## src/hdl/ssps_pkg.sv

```systemverilog
// shared types, codes and constants of the spi sensor poll sequencer
package ssps_pkg;

  localparam int unsigned ADC_MAX_CHANNELS = 16;
  localparam int unsigned IMU_CHANNELS     = 7;

  localparam int unsigned CNT_W   = 6;
  localparam int unsigned CFG_W   = 7;
  localparam int unsigned ACNT_W  = 5;
  localparam int unsigned IMUREG_W = 7;

  localparam logic [ACNT_W-1:0]   ADC_COUNT_RESET = 5'd8;
  localparam logic [IMUREG_W-1:0] IMU_START_RESET = 7'd32;

  // read flag of the imu burst command byte
  localparam logic IMU_READ_BIT = 1'b1;

  localparam logic CMD_TICK = 1'b0;
  localparam logic CMD_WORD = 1'b1;

  localparam logic REG_ADC_COUNT = 1'b0;
  localparam logic REG_IMU_START = 1'b1;

  localparam logic [1:0] ADC_CS_NONE     = 2'd0;
  localparam logic [1:0] ADC_CS_ASSERT   = 2'd1;
  localparam logic [1:0] ADC_CS_RELEASE  = 2'd2;
  localparam logic [1:0] ADC_CS_REASSERT = 2'd3;

  localparam logic [1:0] IMU_CS_NONE    = 2'd0;
  localparam logic [1:0] IMU_CS_ASSERT  = 2'd1;
  localparam logic [1:0] IMU_CS_RELEASE = 2'd2;

  localparam logic SRC_ADC = 1'b0;
  localparam logic SRC_IMU = 1'b1;

  typedef struct packed {
    logic        command;
    logic [15:0] rx_word;
    logic        imu_int;
  } in_t;

  typedef struct packed {
    logic [1:0]  tx_count;
    logic [15:0] tx_first;
    logic [15:0] tx_second;
    logic [1:0]  adc_cs_action;
    logic [1:0]  imu_cs_action;
    logic        imu_bus_mode;
    logic        sample_valid;
    logic        sample_source;
    logic [3:0]  sample_index;
    logic [15:0] sample_value;
    logic        frame_done;
  } out_t;

  typedef struct packed {
    logic [CNT_W-1:0] word_counter;
    logic             in_imu_phase;
    logic             frame_active;
  } state_t;

  typedef struct packed {
    logic [ACNT_W-1:0]   adc_channel_count;
    logic [IMUREG_W-1:0] imu_burst_start_register;
  } cfg_t;

  function automatic logic [15:0] swap16(input logic [15:0] w);
    swap16 = {w[7:0], w[15:8]};
  endfunction

endpackage

```

## src/hdl/ssps_step.sv

```systemverilog
// decode of one event against the sequencer state: result item and next state
module ssps_step (
  input  ssps_pkg::in_t    item_i,
  input  ssps_pkg::state_t state_i,
  input  ssps_pkg::cfg_t   cfg_i,
  output ssps_pkg::out_t   res_o,
  output ssps_pkg::state_t next_o
);

  logic [ssps_pkg::ACNT_W-1:0] n;
  logic [ssps_pkg::CNT_W-1:0]  two_n;
  logic [ssps_pkg::CNT_W-1:0]  i;
  logic [ssps_pkg::CNT_W-1:0]  j;

  always_comb begin
    // clamp channel count into the supported range
    if (cfg_i.adc_channel_count == '0) begin
      n = ssps_pkg::ACNT_W'(1);
    end else if (cfg_i.adc_channel_count > ssps_pkg::ACNT_W'(ssps_pkg::ADC_MAX_CHANNELS)) begin
      n = ssps_pkg::ACNT_W'(ssps_pkg::ADC_MAX_CHANNELS);
    end else begin
      n = cfg_i.adc_channel_count;
    end
  end

  assign two_n = {n, 1'b0};
  assign i     = state_i.word_counter;
  assign j     = i - two_n;

  always_comb begin
    res_o  = '0;
    next_o = state_i;
    if (item_i.command == ssps_pkg::CMD_TICK) begin
      if (state_i.frame_active && state_i.in_imu_phase) begin
        res_o.imu_cs_action = ssps_pkg::IMU_CS_RELEASE;
      end
      next_o.word_counter  = '0;
      next_o.in_imu_phase  = 1'b0;
      next_o.frame_active  = 1'b1;
      res_o.tx_count       = 2'd2;
      res_o.adc_cs_action  = ssps_pkg::ADC_CS_ASSERT;
    end else if (state_i.frame_active) begin
      if (i != '1) begin
        next_o.word_counter = i + ssps_pkg::CNT_W'(1);
      end
      if (!state_i.in_imu_phase) begin
        if (i >= two_n) begin
          res_o.adc_cs_action = ssps_pkg::ADC_CS_RELEASE;
          res_o.frame_done    = 1'b1;
          next_o.frame_active = 1'b0;
        end else if (i[0]) begin
          res_o.sample_valid  = 1'b1;
          res_o.sample_source = ssps_pkg::SRC_ADC;
          res_o.sample_index  = i[4:1];
          res_o.sample_value  = ssps_pkg::swap16(item_i.rx_word);
          if (i < two_n - ssps_pkg::CNT_W'(2)) begin
            res_o.tx_count      = 2'd2;
            res_o.adc_cs_action = ssps_pkg::ADC_CS_REASSERT;
          end else begin
            res_o.adc_cs_action = ssps_pkg::ADC_CS_RELEASE;
            if (item_i.imu_int) begin
              next_o.in_imu_phase = 1'b1;
              res_o.imu_cs_action = ssps_pkg::IMU_CS_ASSERT;
              res_o.tx_count      = 2'd2;
              res_o.tx_first      = {ssps_pkg::IMU_READ_BIT,
                                     cfg_i.imu_burst_start_register, 8'h00};
            end else begin
              res_o.frame_done    = 1'b1;
              next_o.frame_active = 1'b0;
            end
          end
        end
      end else begin
        if (i < two_n || j > ssps_pkg::CNT_W'(ssps_pkg::IMU_CHANNELS)) begin
          res_o.imu_cs_action = ssps_pkg::IMU_CS_RELEASE;
          res_o.frame_done    = 1'b1;
          next_o.frame_active = 1'b0;
        end else if (j == '0) begin
          res_o.tx_count = 2'd1;
        end else begin
          res_o.sample_valid  = 1'b1;
          res_o.sample_source = ssps_pkg::SRC_IMU;
          res_o.sample_index  = 4'(j - ssps_pkg::CNT_W'(1));
          res_o.sample_value  = ssps_pkg::swap16(item_i.rx_word);
          if (j < ssps_pkg::CNT_W'(ssps_pkg::IMU_CHANNELS - 1)) begin
            res_o.tx_count = 2'd1;
          end else if (j == ssps_pkg::CNT_W'(ssps_pkg::IMU_CHANNELS)) begin
            res_o.imu_cs_action = ssps_pkg::IMU_CS_RELEASE;
            res_o.frame_done    = 1'b1;
            next_o.frame_active = 1'b0;
          end
        end
      end
    end
    res_o.imu_bus_mode = next_o.in_imu_phase;
  end

endmodule

```

## src/hdl/spi_sensor_poll_sequencer.sv

```systemverilog
// spi sensor poll sequencer top level: input register, step decode, result register
// an accepted event waits in the input register and its result in the result register; an output stall holds both
// throughput: one event per cycle while the output does not stall; the step decode is a single pass of logic
// every event gives exactly one result; the state updates as it enters the result reg
// reset: asynchronous active low; pipeline empty, frame idle, adc mode, counter zero,
// channel count 8 and burst start register 32
module spi_sensor_poll_sequencer (
  input  logic                      clk_i,
  input  logic                      rst_ni,
  input  logic                      in_valid_i,
  output logic                      in_stall_o,
  input  ssps_pkg::in_t             in_data_i,
  output logic                      out_valid_o,
  input  logic                      out_stall_i,
  output ssps_pkg::out_t            out_data_o,
  input  logic                      cfg_we_i,
  input  logic                      cfg_index_i,
  input  logic [ssps_pkg::CFG_W-1:0] cfg_wdata_i
);

  logic             a_valid_q;
  ssps_pkg::in_t    a_data_q;
  logic             out_valid_q;
  ssps_pkg::out_t   out_q;
  ssps_pkg::state_t state_q;
  ssps_pkg::cfg_t   cfg_q;
  ssps_pkg::out_t   step_res;
  ssps_pkg::state_t step_next;
  logic             out_ready;
  logic             a_move;
  logic             in_accept;

  assign out_ready  = !out_valid_q || !out_stall_i;
  assign a_move     = a_valid_q && out_ready;
  assign in_stall_o = a_valid_q && !a_move;
  assign in_accept  = in_valid_i && !in_stall_o;

  ssps_step u_step (
    .item_i  (a_data_q),
    .state_i (state_q),
    .cfg_i   (cfg_q),
    .res_o   (step_res),
    .next_o  (step_next)
  );

  always_ff @(posedge clk_i or negedge rst_ni) begin
    if (!rst_ni) begin
      a_valid_q <= 1'b0;
    end else if (in_accept) begin
      a_valid_q <= 1'b1;
    end else if (a_move) begin
      a_valid_q <= 1'b0;
    end
  end

  always_ff @(posedge clk_i) begin
    if (in_accept) begin
      a_data_q <= in_data_i;
    end
  end

  always_ff @(posedge clk_i or negedge rst_ni) begin
    if (!rst_ni) begin
      out_valid_q <= 1'b0;
      state_q     <= '0;
    end else if (a_move) begin
      out_valid_q <= 1'b1;
      state_q     <= step_next;
    end else if (!out_stall_i) begin
      out_valid_q <= 1'b0;
    end
  end

  always_ff @(posedge clk_i) begin
    if (a_move) begin
      out_q <= step_res;
    end
  end

  always_ff @(posedge clk_i or negedge rst_ni) begin
    if (!rst_ni) begin
      cfg_q.adc_channel_count        <= ssps_pkg::ADC_COUNT_RESET;
      cfg_q.imu_burst_start_register <= ssps_pkg::IMU_START_RESET;
    end else if (cfg_we_i) begin
      unique case (cfg_index_i)
        ssps_pkg::REG_ADC_COUNT: begin
          cfg_q.adc_channel_count <= cfg_wdata_i[ssps_pkg::ACNT_W-1:0];
        end
        ssps_pkg::REG_IMU_START: begin
          cfg_q.imu_burst_start_register <= cfg_wdata_i[ssps_pkg::IMUREG_W-1:0];
        end
        default: begin
        end
      endcase
    end
  end

  assign out_valid_o = out_valid_q;
  assign out_data_o  = out_q;

  // a finished frame leaves the sequencer idle
  a_done_idle: assert property (@(posedge clk_i) disable iff (!rst_ni)
    (a_move && step_res.frame_done) |=> !state_q.frame_active)
    else $error("frame_done without idle state");

  // reported bus mode tracks the phase held in state
  a_bus_mode: assert property (@(posedge clk_i) disable iff (!rst_ni)
    a_move |=> (out_q.imu_bus_mode == state_q.in_imu_phase))
    else $error("bus mode differs from phase");

  // a transfer into the result register never coincides with a held result
  a_no_overwrite: assert property (@(posedge clk_i) disable iff (!rst_ni)
    (out_valid_q && out_stall_i) |-> !a_move)
    else $error("held result overwritten");

endmodule
```

## config.mk

```make
export PLATFORM = sky130hd
export DESIGN_NAME = spi_sensor_poll_sequencer
export DESIGN_NICKNAME = d
export VERILOG_FILES = /design/src/hdl/ssps_pkg.sv /design/src/hdl/ssps_step.sv /design/src/hdl/spi_sensor_poll_sequencer.sv
export SDC_FILE = /design/constraint.sdc
export NUM_CORES = 1
export LEC_CHECK = 0
export BUFFER_PORTS_ARGS = -buffer_cell sky130_fd_sc_hd__buf_2
export CAP_MARGIN = 30
export CORE_MARGIN = 3
export CORE_UTILIZATION = 45
export CTS_BUF_LIST = sky130_fd_sc_hd__clkbuf_8
export CTS_CLUSTER_SIZE = 8
export DETAILED_ROUTE_END_ITERATION = 6
export PLACE_DENSITY_LB_ADDON = 0.2
export SLEW_MARGIN = 10
export SYNTH_ARGS = -nofsm -noshare
export SYNTH_HDL_FRONTEND = slang
export SYNTH_SLANG_ARGS = --single-unit
```

## constraint.sdc

```tcl
create_clock -name clk_i -period 8.15 [get_ports clk_i]
set_input_delay 0.4075 -clock clk_i [delete_from_list [all_inputs] [get_ports clk_i]]
set_output_delay 0.4075 -clock clk_i [all_outputs]
set_load 0.02 [all_outputs]
```

==> Word-level counts from Yosys, hierarchy flattened <==
Index checks and enable logic that the tools add are counted.
{ "word_totals": {"ff_bits": 86, "latch_bits": 0, "ramBits": 0, "rom_bits": 0, "in_bits": 31, "out_inout_bits": 64, "elab_cells": 120, "memories": 0} }
{ "op_classes": {"addsub": 4, "mul": 0, "n_div": 0, "n_lt_le_gt_ge": 6, "n_eq_ne": 5, "n_shift": 0, "n_mux": 57, "bitwise_logic": 5, "n_reduce_logical": 20} }
{ "op_table": {"columns": ["op", "count"], "rows": [
  ["two-way mux 18 bit", 4],
  ["two-way mux 23 bit", 3],
  ["two-way mux 22 bit", 2],
  ["two-way mux 16 bit", 2],
  ["two-way mux 2 bit", 16],
  ["two-way mux 1 bit", 23],
  ["two-way mux 8 bit", 2],
  ["< comparator 6 bit", 2],
  ["two-way mux 5 bit", 2],
  ["OR reduction 7 bit", 1],
  ["adder 6 x 1 -> 6 bit (second input constant)", 1],
  ["== test 6 x 3 -> 1 bit (second input constant)", 1],
  [">= comparator 6 bit", 1],
  ["> comparator 6 x 3 -> 1 bit (second input constant)", 1],
  ["logical NOT 6 bit", 1],
  ["< comparator 6 x 3 -> 1 bit (second input constant)", 1],
  ["two-way mux 6 bit", 1],
  ["!= test 2 x 1 -> 1 bit (second input constant)", 3],
  ["!= test 6 bit (second input constant)", 1],
  ["AND reduction 2 bit", 3],
  ["OR reduction 6 bit", 1],
  ["subtractor 6 x 2 -> 6 bit (second input constant)", 1],
  ["subtractor 6 bit", 1],
  ["> comparator 5 bit (second input constant)", 1],
  ["11 further kinds", 22]
]} }

==> Longest topological paths before layout <==
{ "depth": {"ltp_word": 12, "depth_mapped": 14, "ltp_nobuf": 14} }

==> By module <==
Synthesis repeated with hierarchy kept, for this count alone.
{ "hier_totals": {"hier_cells": 309, "area_unflattened_um2": 4465.5} }
{ "modules_own_cells": {"columns": ["module", "n_inst", "cells_per_inst", "area_per_inst_um2", "seq_area_each_um2"], "rows": [
  ["spi_sensor_poll_sequencer", 1, 130, 3240.6, 2955.3],
  ["ssps_step", 1, 179, 1224.9, 0.0]
]} }

==> Least setup slack after synthesis <==
OpenSTA, ideal clock, no wires.
{ "synth_timing": {"path_type": "flip-flop to flip-flop", "startpoint": "register cfg_q[9] (netlist name)", "endpoint": "register out_q (netlist bit out_data_o[10]) (data pin)", "setup_time_ps": 129, "arrival_time_ps": 2608, "required_ps": 8021, "setup_slack_ps": 5413, "path_stages_with_launch": 13, "path_buffers": 1, "period_less_slack_ps": 2737, "path_cell_list": "dfrtp_1 > nor3_1 > nor2_1 > nor2_1 > ha_1 > inv_1 > fa_1 > xnor2_1 > o211ai_1 > a221o_2 > o21ai_4 > buf_6 > and2_2"} }
{ "synth_via": {"elab_chain_cells": 8, "elab_cells_between_ends": 14, "classes_between": "1 x add/sub; 4 x order compare; 6 x mux; 3 x reduce/logical"} }
{ "synth_rtl": {"columns": ["item", "line", "source"], "rows": [
  ["start, declared", "spi_sensor_poll_sequencer.sv:26", "ssps_pkg::cfg_t cfg_q;"],
  ["> comparator 5 bit", "ssps_step.sv:19", "end else if (cfg_i.adc_channel_count > ssps_pkg::ACNT_W'(ssps_pkg::ADC_MAX_CHANNELS)) begin"],
  ["two-way mux 5 bit", "ssps_step.sv:19", null],
  ["two-way mux 5 bit *", "ssps_step.sv:17", "if (cfg_i.adc_channel_count == '0) begin"],
  ["subtractor 6 bit", "ssps_step.sv:28", "assign j = i - two_n;"],
  ["> comparator 6 x 3 -> 1 bit / logical NOT 6 bit (equally long branches)", "ssps_step.sv:74, ssps_step.sv:78", null],
  ["logical OR 1 bit / two-way mux 23 bit (equally long branches)", "ssps_step.sv:74, ssps_step.sv:78", null],
  ["two-way mux 22 bit", "ssps_step.sv:74", "if (i < two_n || j > ssps_pkg::CNT_W'(ssps_pkg::IMU_CHANNELS)) begin"],
  ["two-way mux 23 bit *", "ssps_step.sv:46", "if (!state_i.in_imu_phase) begin"],
  ["end signal, assigned", "spi_sensor_poll_sequencer.sv:76", "out_q <= step_res;"],
  ["end, declared", "spi_sensor_poll_sequencer.sv:24", "ssps_pkg::out_t out_q;"]
]} }
Every way passes the cells marked *; elsewhere a longest branch is shown, timed or not.
A chain may end at the register's enable or synchronous reset.

==> Final worst setup path <==
{ "layout_timing": {"startpoint": "register cfg_q[9] (netlist name)", "endpoint": "register out_q (netlist bit out_data_o[17]) (data pin)"} }
The elaborated chain is that of the path after synthesis.

==> results.md <==
Detailed routing:
- The routed wire length is 6690 um.
- For this run, design rule violations remaining after detail routing come to 0.
- The pre-antenna-repair detailed-routing pass consisted of 4 iterations.
- The DRC violation total after the first TritonRoute iteration is 99.
- The vias per cell is 4.89.
- The number of vias in the routed layout is 2,293.
- The count of nets left with antenna violations once routing finished came out at 0.
- The average routed wire per standard cell is 14.3 um.

Worst setup path:
- The critical path starts at cfg_q[9].
- Among all stages on the critical path, the largest delay is contributed by sky130_fd_sc_hd__a221o_2.
- The most frequent cell on the critical path is sky130_fd_sc_hd__nor2_1.
- Walking the worst path, the cells encountered are nor3_1 > nor2_1 > nor2_1 > ha_1 > inv_1 > fa_1 > xnor2_1 > o211ai_1 > a221o_2 > or2_1 > o22ai_1.
- The worst register-to-register path has a depth of 11.
- The type of the worst setup path is flip-flop to flip-flop.
- The startpoint identified for the worst register-to-register timing path is cfg_q[9].
- On the worst path, the slowest cell contributes a delay of 440 ps.
- STA classifies the critical path endpoint as a flip-flop.
- The critical path data required time is 8330 ps.
- The worst register-to-register path ends at out_data_o[17].
- The launching element type of the critical path is a flip-flop.
- Along the worst path, the maximum fanout reaches 5.
- Data arrives at the worst endpoint at 3310 ps.
- The slack of the worst reg-to-reg path is 5020 ps.

Power and ir drop:
- The leakage component of the power is 1.87 nW.
- The overall power after layout is 1.04 mW.
- The sequential power share is 48.5%.
- The net switching share of the total power is 31.6%.
- Summed over all nets, the switching power comes to 0.330 mW.
- The clock network burns 27.5% of the power.
- The areal power density over the cells is 244 nW/um^2.
- In this run, the combinational gates consume 24.0% of the power.
- VDD sags by at most 0.127 mV.
- The design internal power is 0.714 mW.

STA:
- The final setup TNS is 0 ps.
- Measured against its own limit, the worst slew margin works out to 46.1%.
- The highest clock frequency the design can meet is 320 MHz.
- The count of final hold-check violations is 0.
- Setup repair after global routing left no endpoint under its margin.
- At the pin with the least slew margin, the transition time is 808 ps.
- The total count of max-transition violations in the final report is 0.
- Clock skew on the completed layout was measured at 14.4 ps.
- The fraction of the cycle the final worst path needs is 38.4%.
- The worst hold slack across all endpoints is 40.8 ps.
- Setup violations remaining at the end of the flow were counted as 0.
- The routed design could run at a clock period as short as 3130 ps.

Floorplanning:
- The floorplan has 32 rows.
- The overall die area is 9370 um^2.
- The I/O pin total is 95.
- The initial utilization of the core area, before any placement, comes to 47.3%.
- The die outline width is 96.8 um.
- The die is 96.8 um tall.
- The core footprint is 7850 um^2.

Placed design:
- The estimated wirelength of the detail-placed design is 4960 um.
- The final estimated routing congestion in global placement is 0.890.
- The number of buffers added on ports is 70.

Global routing:
- The number of antenna violations at the first check in global routing is 0.
- The total overflow left after global routing is 0.
- The number of global-route vias before repair is 2,247.
- The first global-routing pass estimated 10,900 um of wire.
- The global-route usage over all layers is 14.7%.
- The pin count of the biggest net entering global routing is 39.

Layout:
- The count of fill cells added during filler insertion is 691.
- Relative to the synthesized area, the layout overhead comes to 15.1%.
- Of the cells placed in the final design, the portion with a size suffix greater than 1 is 33.8%.
- Cells fill 54.4% of the core in the end.
- The count of inserted antenna diode cells is 0.
- The final layout contains 410 nets.
- Across the whole layout, storage elements account for 2230 um^2.
- Summing all multi-input logic gate instances after layout gives 1280 um^2.

Clock network:
- The number of buffers added by the clock tree synthesis step is 9.
- The number of sinks driven by the clock tree is 78.
- The tree is rooted in a sky130_fd_sc_hd__clkbuf_8.
- CTS built an H-tree with a depth of 3.
- The insertion delay to the later sink of the worst-skew pair is 350 ps.
- The number of hold buffers added after CTS was 0.
- The post-CTS clock slew at the launch and capture registers of the worst setup and hold paths is 90 ps.
- Buffers added to address setup during post-CTS repair amount to 0.
- The number of instances resized during post-cts repair is 0.
- The longest clock path from root to sink contains 2 buffers.
- The clock tree from TritonCTS is done.

Min path:
- The path category of the worst min-delay check is primary input to async pin.

Yosys:
- Summing the sequential cell areas from Yosys gives 60.2% of the chip area.
- The cell count after synthesis is 286.
- The synthesized design spends more area on one cell type than any other, namely sky130_fd_sc_hd__edfxtp_1.
- Of the post-synthesis cell area, the dominant cell type holds 45.3%.
- Counting instances in the post-synthesis netlist gives the leading cell types as 56 x sky130_fd_sc_hd__edfxtp_1, 24 x sky130_fd_sc_hd__buf_4, 20 x sky130_fd_sc_hd__dfrtp_1.
- Yosys instantiated no cell more often than sky130_fd_sc_hd__edfxtp_1.
- Counting flops with a built-in enable in the synthesized netlist gives 56.
- Among all flip-flop cells after synthesis, the most frequent one is sky130_fd_sc_hd__edfxtp_1.
- Sorting the synthesized cells by area gives the leading types as sky130_fd_sc_hd__edfxtp_1 45%, sky130_fd_sc_hd__dfrtp_1 13%, sky130_fd_sc_hd__ha_1 5.4%.
- The per-instance average area after synthesis is 13.0 um^2.
- In this run, distinct cell masters in the synthesized netlist total 53.
- In this run, synthesis produced a sequential element count of 78.
- The yosys synthesis warning count is 0.
- The proportion of register bits with asynchronous set or reset after synthesis is 28.2%.
- The synthesized cell area is 3710 um^2.

Status:
- The flow ran to the end, and the final reports show no timing, DRC or antenna violations.

Job:
- The number of maximum-capacitance violations is 0.
how the worst max path moves through the flow:
stage                           endpoint  slack (ps)  cells past startpoint
after floorplan           out_data_o[10]        5410                     12
after global placement    out_data_o[17]        5080                     11
after detailed placement  out_data_o[17]        5030                     11
after CTS                 out_data_o[17]        5000                     11
after global routing       out_data_o[5]        4710                     11
final                     out_data_o[17]        5020                     11
sequential cells by signal, summed over array words and instances (netlist names):
| signal | count |
|---|---|
| cfg_q | 12 |
| out_data_o | 38 |
| out_valid_o | 1 |
| state_q | 8 |
| a_data_q | 18 |
| a_valid_q | 1 |
cell families after synthesis:
family	synth area share [%]
flip-flops	60.2
AO/OA/AOI/OAI	9.01
other	0.101
adder cells (fa/ha/maj)	5.94
XOR/XNOR	1.42
AND/OR/NAND/NOR	12.2
multiplexers	3.61
buffers and inverters	7.45
worst max-delay path: cells and delay by family, from the launching register on:
family / cells / cell delay [ps]
flops: 1 / 420
buf+inv: 1 / 60
fa+ha+maj: 2 / 630
compound gates: 3 / 830
simple gates: 4 / 690
xor+xnor: 1 / 330
power by group through the flow:
| stage | sequential [mW] | clock [mW] | combinational, mW |
|---|---|---|---|
| 3_5_place_dp | 0.514 | 0 | 0.251 |
| 6_report | 0.506 | 0.287 | 0.250 |
| 2_1_floorplan | 0.525 | 0 | 0.180 |
| 4_1_cts | 0.505 | 0.296 | 0.252 |
| 5_1_grt | 0.512 | 0.316 | 0.279 |
| 3_3_place_gp | 0.513 | 0 | 0.246 |
routing by layer:
metal / up-vias / share of wire [%] / GRT usage [%]
met5: - / 0 / 0
met4: 0 / 1.3 / 5.72
met3: 7 / 6.7 / 4.83
met2: 78 / 47 / 22.5
met1: 1079 / 45 / 19.4
li1: 1129 / - / -
cell usage in the layout, fill, tap and decap left out, types with 2 or more instances in the layout:
master,Yosys,final
sky130_fd_sc_hd__mux2_2,11,11
sky130_fd_sc_hd__buf_2,2,70
sky130_fd_sc_hd__nand2_1,15,15
sky130_fd_sc_hd__nand2b_1,2,2
sky130_fd_sc_hd__and2_1,8,8
sky130_fd_sc_hd__nand4_1,2,2
sky130_fd_sc_hd__and3_2,2,2
sky130_fd_sc_hd__edfxtp_1,56,56
sky130_fd_sc_hd__nor2_1,6,6
sky130_fd_sc_hd__o21ai_0,9,9
sky130_fd_sc_hd__nand3b_1,2,2
sky130_fd_sc_hd__and2_2,16,16
sky130_fd_sc_hd__o211a_1,2,2
sky130_fd_sc_hd__a21oi_1,12,12
sky130_fd_sc_hd__conb_1,1,24
sky130_fd_sc_hd__dfrtp_1,20,20
sky130_fd_sc_hd__nor2b_1,6,6
sky130_fd_sc_hd__a21o_1,2,2
sky130_fd_sc_hd__o22ai_1,4,4
sky130_fd_sc_hd__ha_1,16,16
sky130_fd_sc_hd__nor3_1,2,2
sky130_fd_sc_hd__xnor2_1,5,5
sky130_fd_sc_hd__inv_6,0,2
sky130_fd_sc_hd__dfstp_2,2,2
sky130_fd_sc_hd__clkbuf_8,0,9
sky130_fd_sc_hd__a211oi_1,3,3
sky130_fd_sc_hd__nand3_1,11,11
sky130_fd_sc_hd__inv_1,18,19
layout make-up:
cell class	count	share of cell area, %
tap	102	2.99
clock buffer	9	2.90
sequential	78	52.3
timing repair buffer	71	8.38
clock inverter	7	1.70
inverter	18	1.58
multi-input combinational	184	30.1
metrics by stage:
| stage | setup slack [ps] | cell area [um^2] | instances |
|---|---|---|---|
| final | 5020 | 4270 | 469 |
| after CTS | 5000 | 4270 | 469 |
| after detailed placement | 5030 | 4070 | 453 |
| after global routing | 4710 | 4270 | 469 |
| after global placement | 5080 | 4070 | 453 |
| after floorplan | 5410 | 3800 | 309 |
No activity file was read; power rests on OpenSTA's default activity.
